===== config.mk =====
export PLATFORM = sky130hd
export DESIGN_NAME = hpec_radius
export DESIGN_NICKNAME = d
export VERILOG_FILES = /design/src/hw/rtl/hpec_pkg.sv /design/src/hw/rtl/hpec_radius.sv
export SDC_FILE = /design/constraint.sdc
export NUM_CORES = 2
export LEC_CHECK = 0
export ABC_AREA = 1
export BUFFER_PORTS_ARGS = -buffer_cell sky130_fd_sc_hd__buf_2
export CORE_MARGIN = 10
export CORE_UTILIZATION = 50
export CTS_CLUSTER_DIAMETER = 60
export CTS_CLUSTER_SIZE = 12
export DETAILED_ROUTE_END_ITERATION = 8
export PLACE_DENSITY = 0.74
export SYNTH_ARGS = -nofsm -noshare
export SYNTH_HDL_FRONTEND = slang
export SYNTH_SLANG_ARGS = --single-unit

===== constraint.sdc =====
create_clock -name clk -period 3 [get_ports clk]
set_input_delay 0.15 -clock clk [delete_from_list [all_inputs] [get_ports clk]]
set_output_delay 0.15 -clock clk [all_outputs]
set_load 0.1 [all_outputs]

===== src/hw/rtl/hpec_pkg.sv =====
// Shared types and constants of the high-pass emphasis coefficient block.
`default_nettype none

package hpec_pkg;

	localparam int IDX_W   = 10;  // row / column index
	localparam int STEP_W  = 24;  // Q2.22 step
	localparam int PROD_W  = IDX_W + STEP_W;
	localparam int COORD_W = 24;  // Q3.21 coordinate
	localparam int SQ_W    = 2 * COORD_W - 1;  // one squared coordinate
	localparam int R2_W    = SQ_W + 1;         // sum of two squares
	localparam int ROOT_W  = 25;               // floor square root, Q4.21
	localparam int ANG_W   = 22;               // reduced angle, Q1.21
	localparam int T_W     = 31;               // angle, Q1.30
	localparam int ACC_W   = 31;               // Horner accumulator, Q1.30
	localparam int P_W     = 32;               // product after >> 30
	localparam int COEF_W  = 16;

	localparam logic [STEP_W-1:0] STEP_RESET  = 24'd12881;
	localparam logic [PROD_W:0]   HALF_PI_Q22 = 35'd6588397;
	localparam logic [COORD_W-1:0] PI_Q21      = 24'd6588397;
	localparam logic [COORD_W-1:0] HALF_PI_Q21 = 24'd3294198;
	localparam logic [ACC_W-1:0]   Q30_ONE     = 31'h4000_0000;
	localparam logic [COEF_W-1:0]  COEF_ONE    = 16'd32768;

	// Horner divisors of the sine series, innermost first
	localparam int HORNER_N = 5;
	localparam logic [6:0] HORNER_DIV [HORNER_N] = '{7'd110, 7'd72, 7'd42, 7'd20, 7'd6};

	typedef enum logic {
		REG_ROW_STEP = 1'b0,
		REG_COL_STEP = 1'b1
	} cfg_reg_t;

endpackage

`default_nettype wire


===== src/hw/rtl/hpec_radius.sv =====
// Radius stages: squares, sum, bit-per-stage square root, reduction to [0, pi/2].
`default_nettype none

module hpec_radius
	import hpec_pkg::*;
(
	input  wire logic                    clk,
	input  wire logic                    arst_n,
	input  wire logic                    en,
	input  wire logic                    vld_in,
	input  wire logic signed [COORD_W-1:0] y_in,
	input  wire logic signed [COORD_W-1:0] x_in,
	output logic                         vld_out,
	output logic [T_W-1:0]               t_out
);

	localparam int SQ_N = ROOT_W;  // root bits, one per stage
	localparam int RT_W = R2_W + 2;

	logic              vld_s1, vld_s2;
	logic [SQ_W-1:0]   ysq_s1, xsq_s1;
	logic [R2_W-1:0]   r2_s2;
	logic [COORD_W*2-1:0] ysq_full, xsq_full;

	logic              sq_vld_s [0:SQ_N];
	logic [R2_W-1:0]   sq_rem_s [0:SQ_N];
	logic [RT_W-1:0]   sq_root_s [0:SQ_N];

	logic [COORD_W-1:0] r_w, m_w, fold_w;

	assign ysq_full = (COORD_W*2)'($signed(y_in) * $signed(y_in));
	assign xsq_full = (COORD_W*2)'($signed(x_in) * $signed(x_in));

	always_ff @(posedge clk or negedge arst_n) begin
		if (!arst_n) begin
			vld_s1 <= 1'b0;
			vld_s2 <= 1'b0;
		end else if (en) begin
			vld_s1 <= vld_in;
			vld_s2 <= vld_s1;
		end
	end

	always_ff @(posedge clk) begin
		if (en) begin
			ysq_s1 <= ysq_full[SQ_W-1:0];
			xsq_s1 <= xsq_full[SQ_W-1:0];
			r2_s2  <= R2_W'(ysq_s1) + R2_W'(xsq_s1);
		end
	end

	assign sq_vld_s[0]  = vld_s2;
	assign sq_rem_s[0]  = r2_s2;
	assign sq_root_s[0] = '0;

	for (genvar k = 0; k < SQ_N; k++) begin : g_sqrt
		localparam logic [RT_W-1:0] BIT = RT_W'(1) << (2 * (SQ_N - 1 - k));
		logic [RT_W-1:0] trial;
		assign trial = sq_root_s[k] + BIT;

		always_ff @(posedge clk or negedge arst_n) begin
			if (!arst_n)
				sq_vld_s[k+1] <= 1'b0;
			else if (en)
				sq_vld_s[k+1] <= sq_vld_s[k];
		end

		always_ff @(posedge clk) begin
			if (en) begin
				if (RT_W'(sq_rem_s[k]) >= trial) begin
					sq_rem_s[k+1]  <= sq_rem_s[k] - trial[R2_W-1:0];
					sq_root_s[k+1] <= (sq_root_s[k] >> 1) + BIT;
				end else begin
					sq_rem_s[k+1]  <= sq_rem_s[k];
					sq_root_s[k+1] <= sq_root_s[k] >> 1;
				end
			end
		end
	end

	// radius < 2*pi, so one subtract covers the modulo
	assign r_w    = sq_root_s[SQ_N][COORD_W-1:0];
	assign m_w    = (r_w >= PI_Q21) ? r_w - PI_Q21 : r_w;
	assign fold_w = (m_w > HALF_PI_Q21) ? PI_Q21 - m_w : m_w;

	always_ff @(posedge clk or negedge arst_n) begin
		if (!arst_n)
			vld_out <= 1'b0;
		else if (en)
			vld_out <= sq_vld_s[SQ_N];
	end

	always_ff @(posedge clk) begin
		if (en)
			t_out <= {fold_w[ANG_W-1:0], 9'd0};
	end

endmodule

`default_nettype wire


==> results.md <==
| Stage | Metric | Value |
|:---|:---|:---|
| synthesis | Average cell area after synthesis | 9.69 µm² |
| synthesis | Cell types occupying the most area after synthesis | sky130_fd_sc_hd__edfxtp_1 40%, sky130_fd_sc_hd__fa_1 18%, sky130_fd_sc_hd__inv_1 8.5%, sky130_fd_sc_hd__ha_1 6.7%, sky130_fd_sc_hd__nand2_1 6.3% |
| setup path | Critical path required time | 3.56 ns |
| synthesis | Number of warning messages in the yosys log | 0 |
| synthesis | Biggest area consumer among synthesized cells | sky130_fd_sc_hd__edfxtp_1 |
| routing | DRC viols | 0 |
| clock network | Clock tree root driver cell | sky130_fd_sc_hd__clkbuf_16 |
| grt | Global-route wire length before repair | 519 mm |
| finish | Share of post-route cells with drive strength above 1 | 0.209 |
| synthesis | Unique masters post-synth | 67 |
| floorplanning | Die Y-Extent | 513 µm |
| routing | First DRT Iteration DRCs | 7,843 |
| grt | Antenna violations before repair | 7 |
| timing | Crit share post-route | 1.95 |
| routing | Final ANT Viol Nets | 0 |
| timing | Fin worst setup slack | -2.85 ns |
| finish | Number of non-filler instances in the completed layout | 17,400 |
| setup path | Worst Path Class, Setup | input port to flip-flop |
| clock network | Clock transition at the registers of the reported paths | 0.06 ns |
| timing | Measured slew at the worst slew-check pin | 0.898 ns |
| finish | Layout Nets | 16,000 |
| setup path | Type of element capturing the critical path | flip-flop |
| timing | Maximum achievable frequency | 0.171 GHz |
| clock network | Deepest level of the CTS H-tree | 4 |
| synthesis | Async S/R FF share, synth | 0.0171 |
| worst hold path | Hold Crit Start | x_in[0] |
| synthesis | Number of instances in the synthesized netlist | 12,500 |
| timing | Number of pins exceeding their max-slew limit in the final report | 0 |
| outcome | Result of the run | finished, violations left |
| worst hold path | Worst min path class | input port to flip-flop |
| synthesis | Number of flops mapped to enable cells by yosys | 1,614 |
| setup path | Cell family contributing the most delay on the critical path | adder cells |
| floorplanning | Starting density of the core | 0.504 |
| outcome | Failing checks | setup timing |
| clock network | Clock tree sinks | 1,642 |
| timing | Setup Skew | 0.0488 ns |
| timing | Endpoints failing hold | 0 |
| synthesis | Synth Cell Area | 122,000 µm² |
| grt | Maximum number of pins on one net before global-route repair | 164 |
| finish | Area growth from synthesis to layout | 23.2% |
| clock network | Maximum root-to-sink buffer count | 3 |
| floorplanning | Core Area | 241,000 µm² |
| setup path | Slowest cell delay on critical path | 0.55 ns |
| grt | Total congestion overflow after global routing | 0 |
| synthesis | Most common cell in the netlist | sky130_fd_sc_hd__inv_1 |
| floorplanning | FP Rows | 180 |
| setup path | Start point of the critical path | x_in[17] |
| routing | Via count normalized by instance count | 5.38 |
| timing | Number of endpoints failing setup at the final stage | 121 |
| finish | Util after Layout | 0.621 |
| timing | Setup TNS | -187.06 ns |
| timing | Unrepaired setup endpoints after global routing | true |
| routing | Router iterations before antenna repair | 6 |
| timing | Headroom to the max-slew limit | 0.401 |
| routing | Routed len/inst | 19.9 µm |
| setup path | Startpoint of the most critical register-to-register path | r_w[0]$_SDFFCE_PN0P_ |
| grt | Total track usage | 0.248 |
| run | Max-capacitance violation count | 0 |
| floorplanning | Die ar. | 263,000 µm² |
| routing | Drt total wl | 345 mm |
| setup path | Signal arrival time at the worst endpoint | 6.40 ns |
| synthesis | Seq cells post-synth | 1,642 |
| synthesis | List of most frequent post-synthesis cells | 2,768 x sky130_fd_sc_hd__inv_1, 2,044 x sky130_fd_sc_hd__nand2_1, 1,614 x sky130_fd_sc_hd__edfxtp_1 |
| setup path | Sum of buffers and inverters on the critical path | 8 |
| placed design | Placed Cells | 16,900 |
| routing | Number of vias in the routed layout | 93,500 |
| setup path | Critical path launch point type | input port |
| setup path | Crit-path most repeated cell | sky130_fd_sc_hd__fa_1 |
| synthesis | Sequential element share of the synthesized area | 0.404 |
| synthesis | Ys flop type | sky130_fd_sc_hd__edfxtp_1 |
| clock network | Clock buffers created by TritonCTS | 166 |
| clock network | Clock tree from TritonCTS | built |
| timing | Worst hold slack after final layout | 0.0805 ns |
| synthesis | Top cell type's share of synthesized area | 0.399 |
| placed design | Count of input and output buffers | 74 |
| setup path | Maximum fanout along the worst path | 6 |
| timing | Min Clock Period, post-route | 5.85 ns |
| grt | Via count of the first global-routing pass | 95,900 |
| setup path | CP max-delay cell | sky130_fd_sc_hd__fa_1 |
| placed design | Post-DP HPWL | 256 mm |
| floorplanning | I/O pin count | 84 |
| floorplanning | Die extent in x | 513 µm |
| clock network | Worst skew pair latency | 0.83 ns |
| placed design | Global placement routability congestion | 0.945 |
==> cell families after synthesis <==
logic type / Yosys count / synth area share
buffers and inverters: 2990 / 0.0932
DFF: 1642 / 0.404
AOI/OAI and AO/OA: 1506 / 0.0678
muxes: 1 / 0.0000926
and+or+nand+nor: 4008 / 0.138
adders and majority gates: 1767 / 0.251
other: 1 / 0.0000308
xor gates and xnor gates: 631 / 0.0455
==> routing by layer <==
layer	vias up	global-route usage	share of wire
li1	43400	-	-
met1	45400	0.294	0.37
met3	1179	0.0351	0.062
met5	-	0	0.00016
met4	10	0.117	0.063
met2	3562	0.445	0.51
==> stage by stage <==
step,instance area [µm²],setup WS [ns]
floorplan,124000,-3.22
global placement,138000,-3.65
detailed placement,138000,-3.78
CTS,148000,-2.50
global route,150000,-2.88
finish,150000,-2.85
==> worst min-delay path, cell delays in order <==
cell and delay, ns:
sky130_fd_sc_hd__buf_12 0.12, sky130_fd_sc_hd__buf_4 0.24, sky130_fd_sc_hd__nand2_1 0.10, sky130_fd_sc_hd__inv_1 0.07, sky130_fd_sc_hd__ha_1 0.11
==> area by class of cell <==
| cell class | count | area [µm²] |
|---|---|---|
| timing repair buffer | 1619 | 14700 |
| clock buffer | 181 | 4270 |
| inverter | 2780 | 10500 |
| antenna | 4 | 10.0 |
| timing repair inverter | 1 | 16.3 |
| tap | 3185 | 3990 |
| clock inverter | 41 | 583 |
| multi-input combinational | 7922 | 66500 |
| sequential | 1642 | 49200 |
| fill | 18200 | 91500 |
==> repair_timing <==
| action | CTS | global route |
|---|---|---|
| setup buffers | 170 | 92 |
| gates cloned | 14 | 6 |
| hold endpoints to repair | 228 | 0 |
| endpoints found under the setup margin | 185 | 428 |
| pin swaps | 513 | 391 |
| resized for setup | 991 | 432 |
| hold buffers | 8 | 0 |
==> state kept, by name, indices dropped and copies added, names as in the netlist <==
| name | cells |
|---|---|
| r_w | 24 |
| xsq_s1 | 46 |
| r2_s2 | 48 |
| vld_s2 | 1 |
| t_out | 22 |
| vld_out | 1 |
| vld_s1 | 1 |
| sq_vld_s | 25 |
| sq_rem_s | 1152 |
| sq_root_s | 276 |
| ysq_s1 | 46 |
==> placed cells by master, fill, tap and decap left out, drive strengths merged, types with 28 or more instances in the layout <==
master	instances
nor4	185
a21oi	648
nor3	116
xnor2	270
dfrtp	28
xor2	361
inv	2782
fa	1113
nand3	306
a31oi	75
o21bai	29
edfxtp	1614
nand2	2059
o21a	28
clkbuf	187
nor2	1081
ha	654
clkinv	30
buf	1600
a21o	33
nand4	140
o21ai	573
or2	62
==> final timing paths <==
check                                            to  slack [ns]  cells after the start
max                            xsq_s1[45]$_DFFE_PP_       -2.85                     27
min                             xsq_s1[3]$_DFFE_PP_        0.08                      5
max reg2reg                     t_out[30]$_DFFE_PP_       -0.24                     19
min reg2reg                sq_root_s[526]$_DFFE_PP_        0.41                      0
max in group asynchronous  sq_vld_s[15]$_DFFE_PN0P_        2.45                      4
min in group asynchronous   sq_vld_s[0]$_DFFE_PN0P_        0.36                      4
Power is left out: the tool's default activity adds up to more than one toggle a clock period on the data nets, which glitch-free logic cannot reach.
