### src/hw/rtl/hpec_pkg.sv
// Shared types and constants of the high-pass emphasis coefficient block.
`default_nettype none

package hpec_pkg;

	localparam int IDX_W   = 10;  // row / column index
	localparam int STEP_W  = 24;  // Q2.22 step
	localparam int PROD_W  = IDX_W + STEP_W;
	localparam int COORD_W = 24;  // Q3.21 coordinate
	localparam int SQ_W    = 2 * COORD_W - 1;  // one squared coordinate
	localparam int R2_W    = SQ_W + 1;         // sum of two squares
	localparam int ROOT_W  = 25;               // floor square root, Q4.21
	localparam int ANG_W   = 22;               // reduced angle, Q1.21
	localparam int T_W     = 31;               // angle, Q1.30
	localparam int ACC_W   = 31;               // Horner accumulator, Q1.30
	localparam int P_W     = 32;               // product after >> 30
	localparam int COEF_W  = 16;

	localparam logic [STEP_W-1:0] STEP_RESET  = 24'd12881;
	localparam logic [PROD_W:0]   HALF_PI_Q22 = 35'd6588397;
	localparam logic [COORD_W-1:0] PI_Q21      = 24'd6588397;
	localparam logic [COORD_W-1:0] HALF_PI_Q21 = 24'd3294198;
	localparam logic [ACC_W-1:0]   Q30_ONE     = 31'h4000_0000;
	localparam logic [COEF_W-1:0]  COEF_ONE    = 16'd32768;

	// Horner divisors of the sine series, innermost first
	localparam int HORNER_N = 5;
	localparam logic [6:0] HORNER_DIV [HORNER_N] = '{7'd110, 7'd72, 7'd42, 7'd20, 7'd6};

	typedef enum logic {
		REG_ROW_STEP = 1'b0,
		REG_COL_STEP = 1'b1
	} cfg_reg_t;

endpackage

`default_nettype wire

### src/hw/rtl/hpec_coord.sv
// Coordinate stages: index times step, minus pi/2, to saturated Q3.21.
`default_nettype none

module hpec_coord
	import hpec_pkg::*;
#(
	parameter int MAX_DIM = 1024
) (
	input  wire logic                       clk,
	input  wire logic                       arst_n,
	input  wire logic                       en,
	input  wire logic                       vld_in,
	input  wire logic [IDX_W-1:0]           row_index,
	input  wire logic [IDX_W-1:0]           col_index,
	input  wire logic [STEP_W-1:0]          row_step,
	input  wire logic [STEP_W-1:0]          col_step,
	output logic                            vld_out,
	output logic signed [COORD_W-1:0]       y_out,
	output logic signed [COORD_W-1:0]       x_out
);

	logic [IDX_W-1:0]  row_c, col_c;
	logic [PROD_W-1:0] y_prod_s1, x_prod_s1;
	logic              vld_s1;

	function automatic logic [IDX_W-1:0] clamp_idx(input logic [IDX_W-1:0] idx);
		if (32'(idx) > MAX_DIM - 1)
			return IDX_W'(MAX_DIM - 1);
		return idx;
	endfunction

	// floor((c22 + 1) / 2), held to the Q3.21 range
	function automatic logic signed [COORD_W-1:0] to_q21(input logic [PROD_W-1:0] prod);
		logic signed [PROD_W+1:0] c22;
		logic signed [PROD_W+1:0] c21;
		c22 = $signed({2'b00, prod}) - $signed({1'b0, HALF_PI_Q22});
		c21 = (c22 + (PROD_W+2)'(1)) >>> 1;
		if (c21 > $signed((PROD_W+2)'(8388607)))
			return COORD_W'(24'h7F_FFFF);
		if (c21 < -$signed((PROD_W+2)'(8388608)))
			return COORD_W'(24'h80_0000);
		return c21[COORD_W-1:0];
	endfunction

	assign row_c = clamp_idx(row_index);
	assign col_c = clamp_idx(col_index);

	always_ff @(posedge clk or negedge arst_n) begin
		if (!arst_n) begin
			vld_s1  <= 1'b0;
			vld_out <= 1'b0;
		end else if (en) begin
			vld_s1  <= vld_in;
			vld_out <= vld_s1;
		end
	end

	always_ff @(posedge clk) begin
		if (en) begin
			y_prod_s1 <= PROD_W'(row_c) * PROD_W'(row_step);
			x_prod_s1 <= PROD_W'(col_c) * PROD_W'(col_step);
			y_out     <= to_q21(y_prod_s1);
			x_out     <= to_q21(x_prod_s1);
		end
	end

endmodule

`default_nettype wire

### config.mk
export PLATFORM = sky130hd
export DESIGN_NAME = hpec_coord
export DESIGN_NICKNAME = d
export VERILOG_FILES = /design/src/hw/rtl/hpec_pkg.sv /design/src/hw/rtl/hpec_coord.sv
export SDC_FILE = /design/constraint.sdc
export NUM_CORES = 1
export LEC_CHECK = 0
export ABC_AREA = 1
export ABC_CLOCK_PERIOD_IN_PS = 4420
export BUFFER_PORTS_ARGS = -buffer_cell sky130_fd_sc_hd__buf_4
export CAP_MARGIN = 0
export CORE_MARGIN = 4
export CORE_UTILIZATION = 60
export CTS_CLUSTER_SIZE = 24
export DETAILED_ROUTE_END_ITERATION = 6
export GPL_ROUTABILITY_DRIVEN = 0
export HOLD_SLACK_MARGIN = 0.06
export PLACE_DENSITY_LB_ADDON = 0.3
export SYNTH_ARGS = -nofsm -noshare
export SYNTH_HDL_FRONTEND = slang
export SYNTH_SLANG_ARGS = --single-unit
### constraint.sdc
create_clock -name clk -period 4.42 [get_ports clk]
set_clock_uncertainty 0.05 [all_clocks]
set_input_delay 0.663 -clock clk [delete_from_list [all_inputs] [get_ports clk]]
set_output_delay 0.663 -clock clk [all_outputs]
set_load 0.1 [all_outputs]
==> results of run 1 <==
==> cell type report <==
type	count	area (um2)	share of cell area
well taps	532	666	0.0211
flip-flops and latches	118	3530	0.112
inverters	829	3110	0.0987
clock buffers	20	437	0.0139
clock inverters	11	205	0.00651
repair buffers	444	4060	0.129
multi-input cells	2461	19500	0.619
==> layer usage <==
layer  vias to the layer above  GRT usage  wire, um
met2                      1098      0.493     33200
met5                         -          0         0
met1                     11100      0.412     28400
met4                         0     0.0882      2390
met3                       215     0.0428      5680
li1                      11200          -         -
==> path summary, 6_finish.rpt <==
| path | cells after the start | end | startpoint |
|---|---|---|---|
| worst min-delay path | 3 | vld_s1$_DFFE_PN0P_ | vld_in |
| min in group asynchronous | 2 | vld_out$_DFFE_PN0P_ | arst_n |
| max in group asynchronous | 2 | vld_s1$_DFFE_PN0P_ | arst_n |
| worst min register to register | 2 | vld_out$_DFFE_PN0P_ | vld_s1$_DFFE_PN0P_ |
| worst max register to register | 25 | x_out[8]$_SDFFCE_PN1P_ | x_prod_s1[0]$_DFFE_PP_ |
| worst max-delay path | 20 | x_prod_s1[30]$_DFFE_PP_ | col_step[7] |
==> cell families (layout without fill, tap and decap cells) <==
logic type               after synthesis  count (layout)  synth area share
AO/OA/AOI/OAI                        179             179            0.0404
adder cells (fa/ha/maj)              494             494             0.354
AND/OR/NAND/NOR                     1699            1699             0.289
flip-flops                           118             118             0.142
buffers and inverters                930            1304             0.143
XOR/XNOR                              89              89            0.0317
==> tightest hold or removal path, cell delays in order <==
cell and delay (ps):
buf_4 80, nand2_1 40, o21ai_0 60
==> cells in the final DEF, fill, tap and decap left out, types with 13 or more instances in the layout <==
master / n
nor3_1: 22
inv_2: 72
a21oi_2: 34
nand2_2: 91
buf_12: 21
nand3_1: 157
fa_2: 21
nand2_4: 38
fa_1: 327
a21oi_4: 14
clkbuf_16: 18
a21oi_1: 32
nor2_2: 29
nor2_1: 204
ha_4: 40
nand2_1: 1053
ha_1: 105
nor2_4: 13
inv_1: 757
o21ai_0: 34
xnor2_1: 15
buf_6: 54
nand4_1: 50
xor2_1: 58
edfxtp_1: 116
buf_4: 350
==> synthesized netlist by cell type (14+ instances only) <==
library cell / count / share of area
fa_1: 348 / 0.28
a31oi_1: 16 / 0.0040
xnor2_1: 23 / 0.0081
edfxtp_1: 116 / 0.14
clkbuf_1: 76 / 0.011
nor2_2: 21 / 0.0053
buf_1: 14 / 0.0021
nand2_1: 1138 / 0.17
nor3_1: 25 / 0.0050
nand4_1: 50 / 0.013
nand2_2: 40 / 0.010
o21ai_0: 50 / 0.010
xor2_1: 65 / 0.023
a21oi_1: 80 / 0.016
nand3_1: 162 / 0.033
inv_1: 817 / 0.12
ha_1: 146 / 0.074
nor2_1: 213 / 0.032
==> per-stage QoR <==
| stage | TNS, ps | cells | hold WS (ps) | instance area (um2) | setup slack (ps) |
|---|---|---|---|---|---|
| 4_1_cts | -14650 | 4393 | 399 | 30700 | -558 |
| 3_5_place_dp | -47330 | 4335 | 398 | 29100 | -1250 |
| 2_1_floorplan | -19490 | 3509 | 317 | 26700 | -725 |
| 3_3_place_gp | -41610 | 4335 | 396 | 29100 | -1090 |
| 5_1_grt | -28290 | 4415 | 409 | 31500 | -988 |
| 6_report | -21610 | 4415 | 402 | 31500 | -771 |
==> registers in the layout, summed over array words and instances (netlist names) <==
register   count
vld_s1         1
x_prod_s1     34
vld_out        1
y_prod_s1     34
x_out         24
y_out         24
==> repair_timing <==
item	CTS	global route
hold buffers	1	0
cloned	5	1
setup buffers	30	28
pin swaps	118	126
resized for setup	148	171
endpoints found under the setup margin	49	50
hold endpoints to repair	2	0
==> impl_metrics.yaml, run 1 <==
critical_path:
  critPathRequiredTime_ps: 4540
  crit_buf_inv: 4
  cp_max_fo: 10
  max_stage_delay_ps: 560
  worstSetupPathType: "input port to flop"
  worst_path_max_delay_cell: "fa_1"
  cp_top_family: "adder cells"
  crit_chain: "buf_6 -> nand2_1 -> fa_1 -> inv_1 -> fa_1 -> fa_2 -> fa_1 -> inv_2 -> fa_1 -> inv_2 -> ha_4 -> nand2_4 -> o21a_1 -> o221ai_2 -> nand2_1 -> o211ai_1 -> nand2_1 -> o211ai_1 -> a31oi_1 -> xor2_1"
  crit_path_frequent_cell: "fa_1"
  crit_arrival_ps: 5310
  end_kind: "flop"
  rrSetupSlack_ps: 580
  worstSetupStartpointType: "input port"
cells_and_area:
  drive_gt1_frac: 0.232
  diodes: 0
  fin_util: 0.770
  nFillCells: 2729
  finalNetCount: 4437
  syn2layout_area_growth_pct: 26.9
die:
  row_count: 74
  core-area_um2: 40900
  start_util: 0.607
  die_area_um2: 44700
  ioPinCount: 121
  die_x_um: 211
  die_height_um: 211
grt:
  grt-ovfl-total: 0
  antenna_found_initial: 0
  grt_pass1_vias: 23900
  grt_max_degree: 71
  grt_use_total: 0.298
  grt_pass1_wl_um: 111000
routing:
  drt_pre_antenna_iters: 7
  drt-total-wl_um: 69700
  vias: 23600
  routed_via_density: 5.35
  drt-initial-drc-count: 2088
  route.detailed.drc: 11
  wl_per_cell_um: 15.8
  ant_nets: 0
flow_run:
  maxCapViolCount: 0
cts:
  clk_path_buf_depth: 2
  clockRootBuffer: "clkbuf_16"
  cts_made_buffers: 17
  clock_sinks: 118
  clock_latency_ps: 430
  htree_levels: 4
  cts_tree: "built"
  clk_pin_slew_ps: 50
sta:
  post-route-min-period_ps: 5190
  relSlewSlack: 0.407
  setup_viol: 47
  finalCritPeriodShare: 1.17
  finalWorstSetupSlack_ps: -771
  max_freq_ghz: 0.193
  grt_setup_unrepaired: "yes"
  final_hold_viol_count: 0
  drv_slew: 0
  tightest_slew_ps: 890
logic_synthesis:
  synth_ff_type: "edfxtp_1"
  async_flop_share: 0.0169
  ys_seq_area_frac: 0.142
  ys_types: 48
  synth_area_um2: 24800
  syn_area_per_cell_um2: 7.08
  yosys_register_bits: 118
  synth_nets: 4075
  synth_edf_count: 116
  netlist_instances: 3509
  yosys_warnings: 0
worst_hold_path:
  hp-class: "input port to flop"
run_status:
  status: "finished, violations left"
  violations: "DRC, setup timing"
place:
  dpl.hpwl_um: 51000
  io_buffers: 120
Power of run 1 is left out: the tool's default activity adds up to more than one toggle a clock period on the data nets, which glitch-free logic cannot reach.
==> run 2: changes to the inputs <==
==> constraint.sdc (replaced) <==
create_clock -name clk -period 4.42 [get_ports clk]
set_clock_uncertainty 0.05 [all_clocks]
set_input_delay 0.442 -clock clk [delete_from_list [all_inputs] [get_ports clk]]
set_output_delay 0.442 -clock clk [all_outputs]
set_load 0.1 [all_outputs]
==> run 2 against run 1 <==
The run ends with setup timing left. Count of clock-buffer cells in the layout fell by 1. Via count rose by 2.2%. Wire length rose by 5.4%. Critical path depth rose by 6. Worst setup slack improved by 73 ps. Utilization rose by 0.52 points. Sequential share of layout area fell by 0.075 points. Critical endpoint is now y_prod_s1[28]$_DFFE_PP_. Highest routed layer unchanged.
==> impl_metrics.yaml, run 2 (same netlist as run 1, synthesis figures left out) <==
run_status:
  status: "finished, violations left"
  violations: "setup timing"
routing:
  route.detailed.drc: 0
  ant_nets: 0
  drt-total-wl_um: 73400
  met1_length_um: 28600
  vias: 24200
  wl_met3_um: 6200
  drt-initial-drc-count: 2225
  top_layer_used: "met4"
  routed_via_density: 5.44
  wl_per_cell_um: 16.5
  drt_pre_antenna_iters: 6
  wl_met2_um: 35400
die:
  row_count: 74
  core-area_um2: 40900
  ioPinCount: 121
  die_x_um: 211
  die_height_um: 211
  die_area_um2: 44700
  start_util: 0.607
cts:
  clk_pin_slew_ps: 60
  clk_path_buf_depth: 2
  cts_tree: "built"
  cts_made_buffers: 17
  htree_levels: 4
  clock_latency_ps: 430
  clockRootBuffer: "clkbuf_16"
  clock_sinks: 118
cells_and_area:
  top_regs: "x_prod_s1 x34, y_prod_s1 x34"
  syn2layout_area_growth_pct: 27.7
  fin_util: 0.775
  mostFrequentLayoutCells: "nand2_1 (1045), inv_1 (749), buf_4 (369)"
  diodes: 0
  final_common_cell: "nand2_1"
  fin_cells: 4444
  drive_gt1_frac: 0.242
  finalNetCount: 4465
critical_path:
  crit_arrival_ps: 5250
  cp_max_fo: 4
  cp_top_family: "adder cells"
  crit_cells: 26
  worst_path_max_delay_cell: "fa_1"
  max_stage_delay_ps: 520
  rrSetupSlack_ps: 610
  reg2regPathDepth: 24
  crit_buf_inv: 9
  critPathRequiredTime_ps: 4550
  crit_path_frequent_cell: "fa_1"
  end_kind: "flop"
  worstSetupPathType: "input port to flop"
  worstSetupStartpointType: "input port"
flow_run:
  maxCapViolCount: 0
sta:
  setup_viol: 42
  finalCritPeriodShare: 1.16
  finalWorstSetupSlack_ps: -697
  drv_slew: 0
  post-route-min-period_ps: 5120
  grt_setup_unrepaired: "yes"
  relSlewSlack: 0.621
  tightest_slew_ps: 569
  final_hold_viol_count: 0
  max_freq_ghz: 0.195
grt:
  grt_pass1_vias: 23600
  grt_pass1_wl_um: 112000
  antenna_found_initial: 0
  grt_max_degree: 50
  grt-ovfl-total: 0
  grt_use_total: 0.302
worst_hold_path:
  hp-class: "input port to flop"
  min_path_cells: 3
place:
  io_buffers: 120
  dpl.hpwl_um: 50500
  dp_cells: 4340
-- run 2: worst register-to-register path: cells and delay by family, from the launching register on --
family	cells	cell delay (ps)
adder cells (fa/ha/maj)	1	240
buffers and inverters	4	410
flip-flops	1	490
AND/OR/NAND/NOR	19	2360
-- run 2: layout make-up --
class	count	area (um2)
clock buffer	19	433
tap	532	666
inverter	829	3110
clock inverter	13	158
sequential	118	3530
fill	2644	9190
multi-input combinational	2461	19400
timing repair buffer	472	4390
-- run 2: worst paths after layout --
path,from,to
min reg2reg,vld_s1$_DFFE_PN0P_,vld_out$_DFFE_PN0P_
max in group asynchronous,arst_n,vld_out$_DFFE_PN0P_
min in group asynchronous,arst_n,vld_s1$_DFFE_PN0P_
min,vld_in,vld_s1$_DFFE_PN0P_
max,row_index[3],y_prod_s1[28]$_DFFE_PP_
max reg2reg,x_prod_s1[0]$_DFFE_PP_,x_out[11]$_SDFFCE_PN1P_
-- run 2: metrics by stage --
step / setup TNS (ps) / setup slack (ps) / hold slack, ps / area [um2]
finish: -14820 / -697 / 170 / 31700
global route: -20840 / -848 / 177 / 31700
CTS: -4690 / -318 / 157 / 30900
detailed placement: -33610 / -994 / 175 / 29000
global placement: -29640 / -876 / 175 / 29000
floorplan: -10320 / -504 / 96.4 / 26600
-- run 2: metal layers --
metal | vias to the layer above | GRT usage
met5 | - | 0
met4 | 0 | 0.0964
met3 | 321 | 0.0365
met2 | 1267 | 0.507
met1 | 11300 | 0.412
li1 | 11300 | -
-- run 2: repair_timing --
action	in CTS	in global routing
endpoints found under the setup margin	40	41
endpoints found under the hold margin	2	0
resized for setup	201	157
gates cloned	6	2
hold buffers	1	0
pin swaps	164	96
buffers inserted	36	38
Power of run 2 is left out for the same reason.
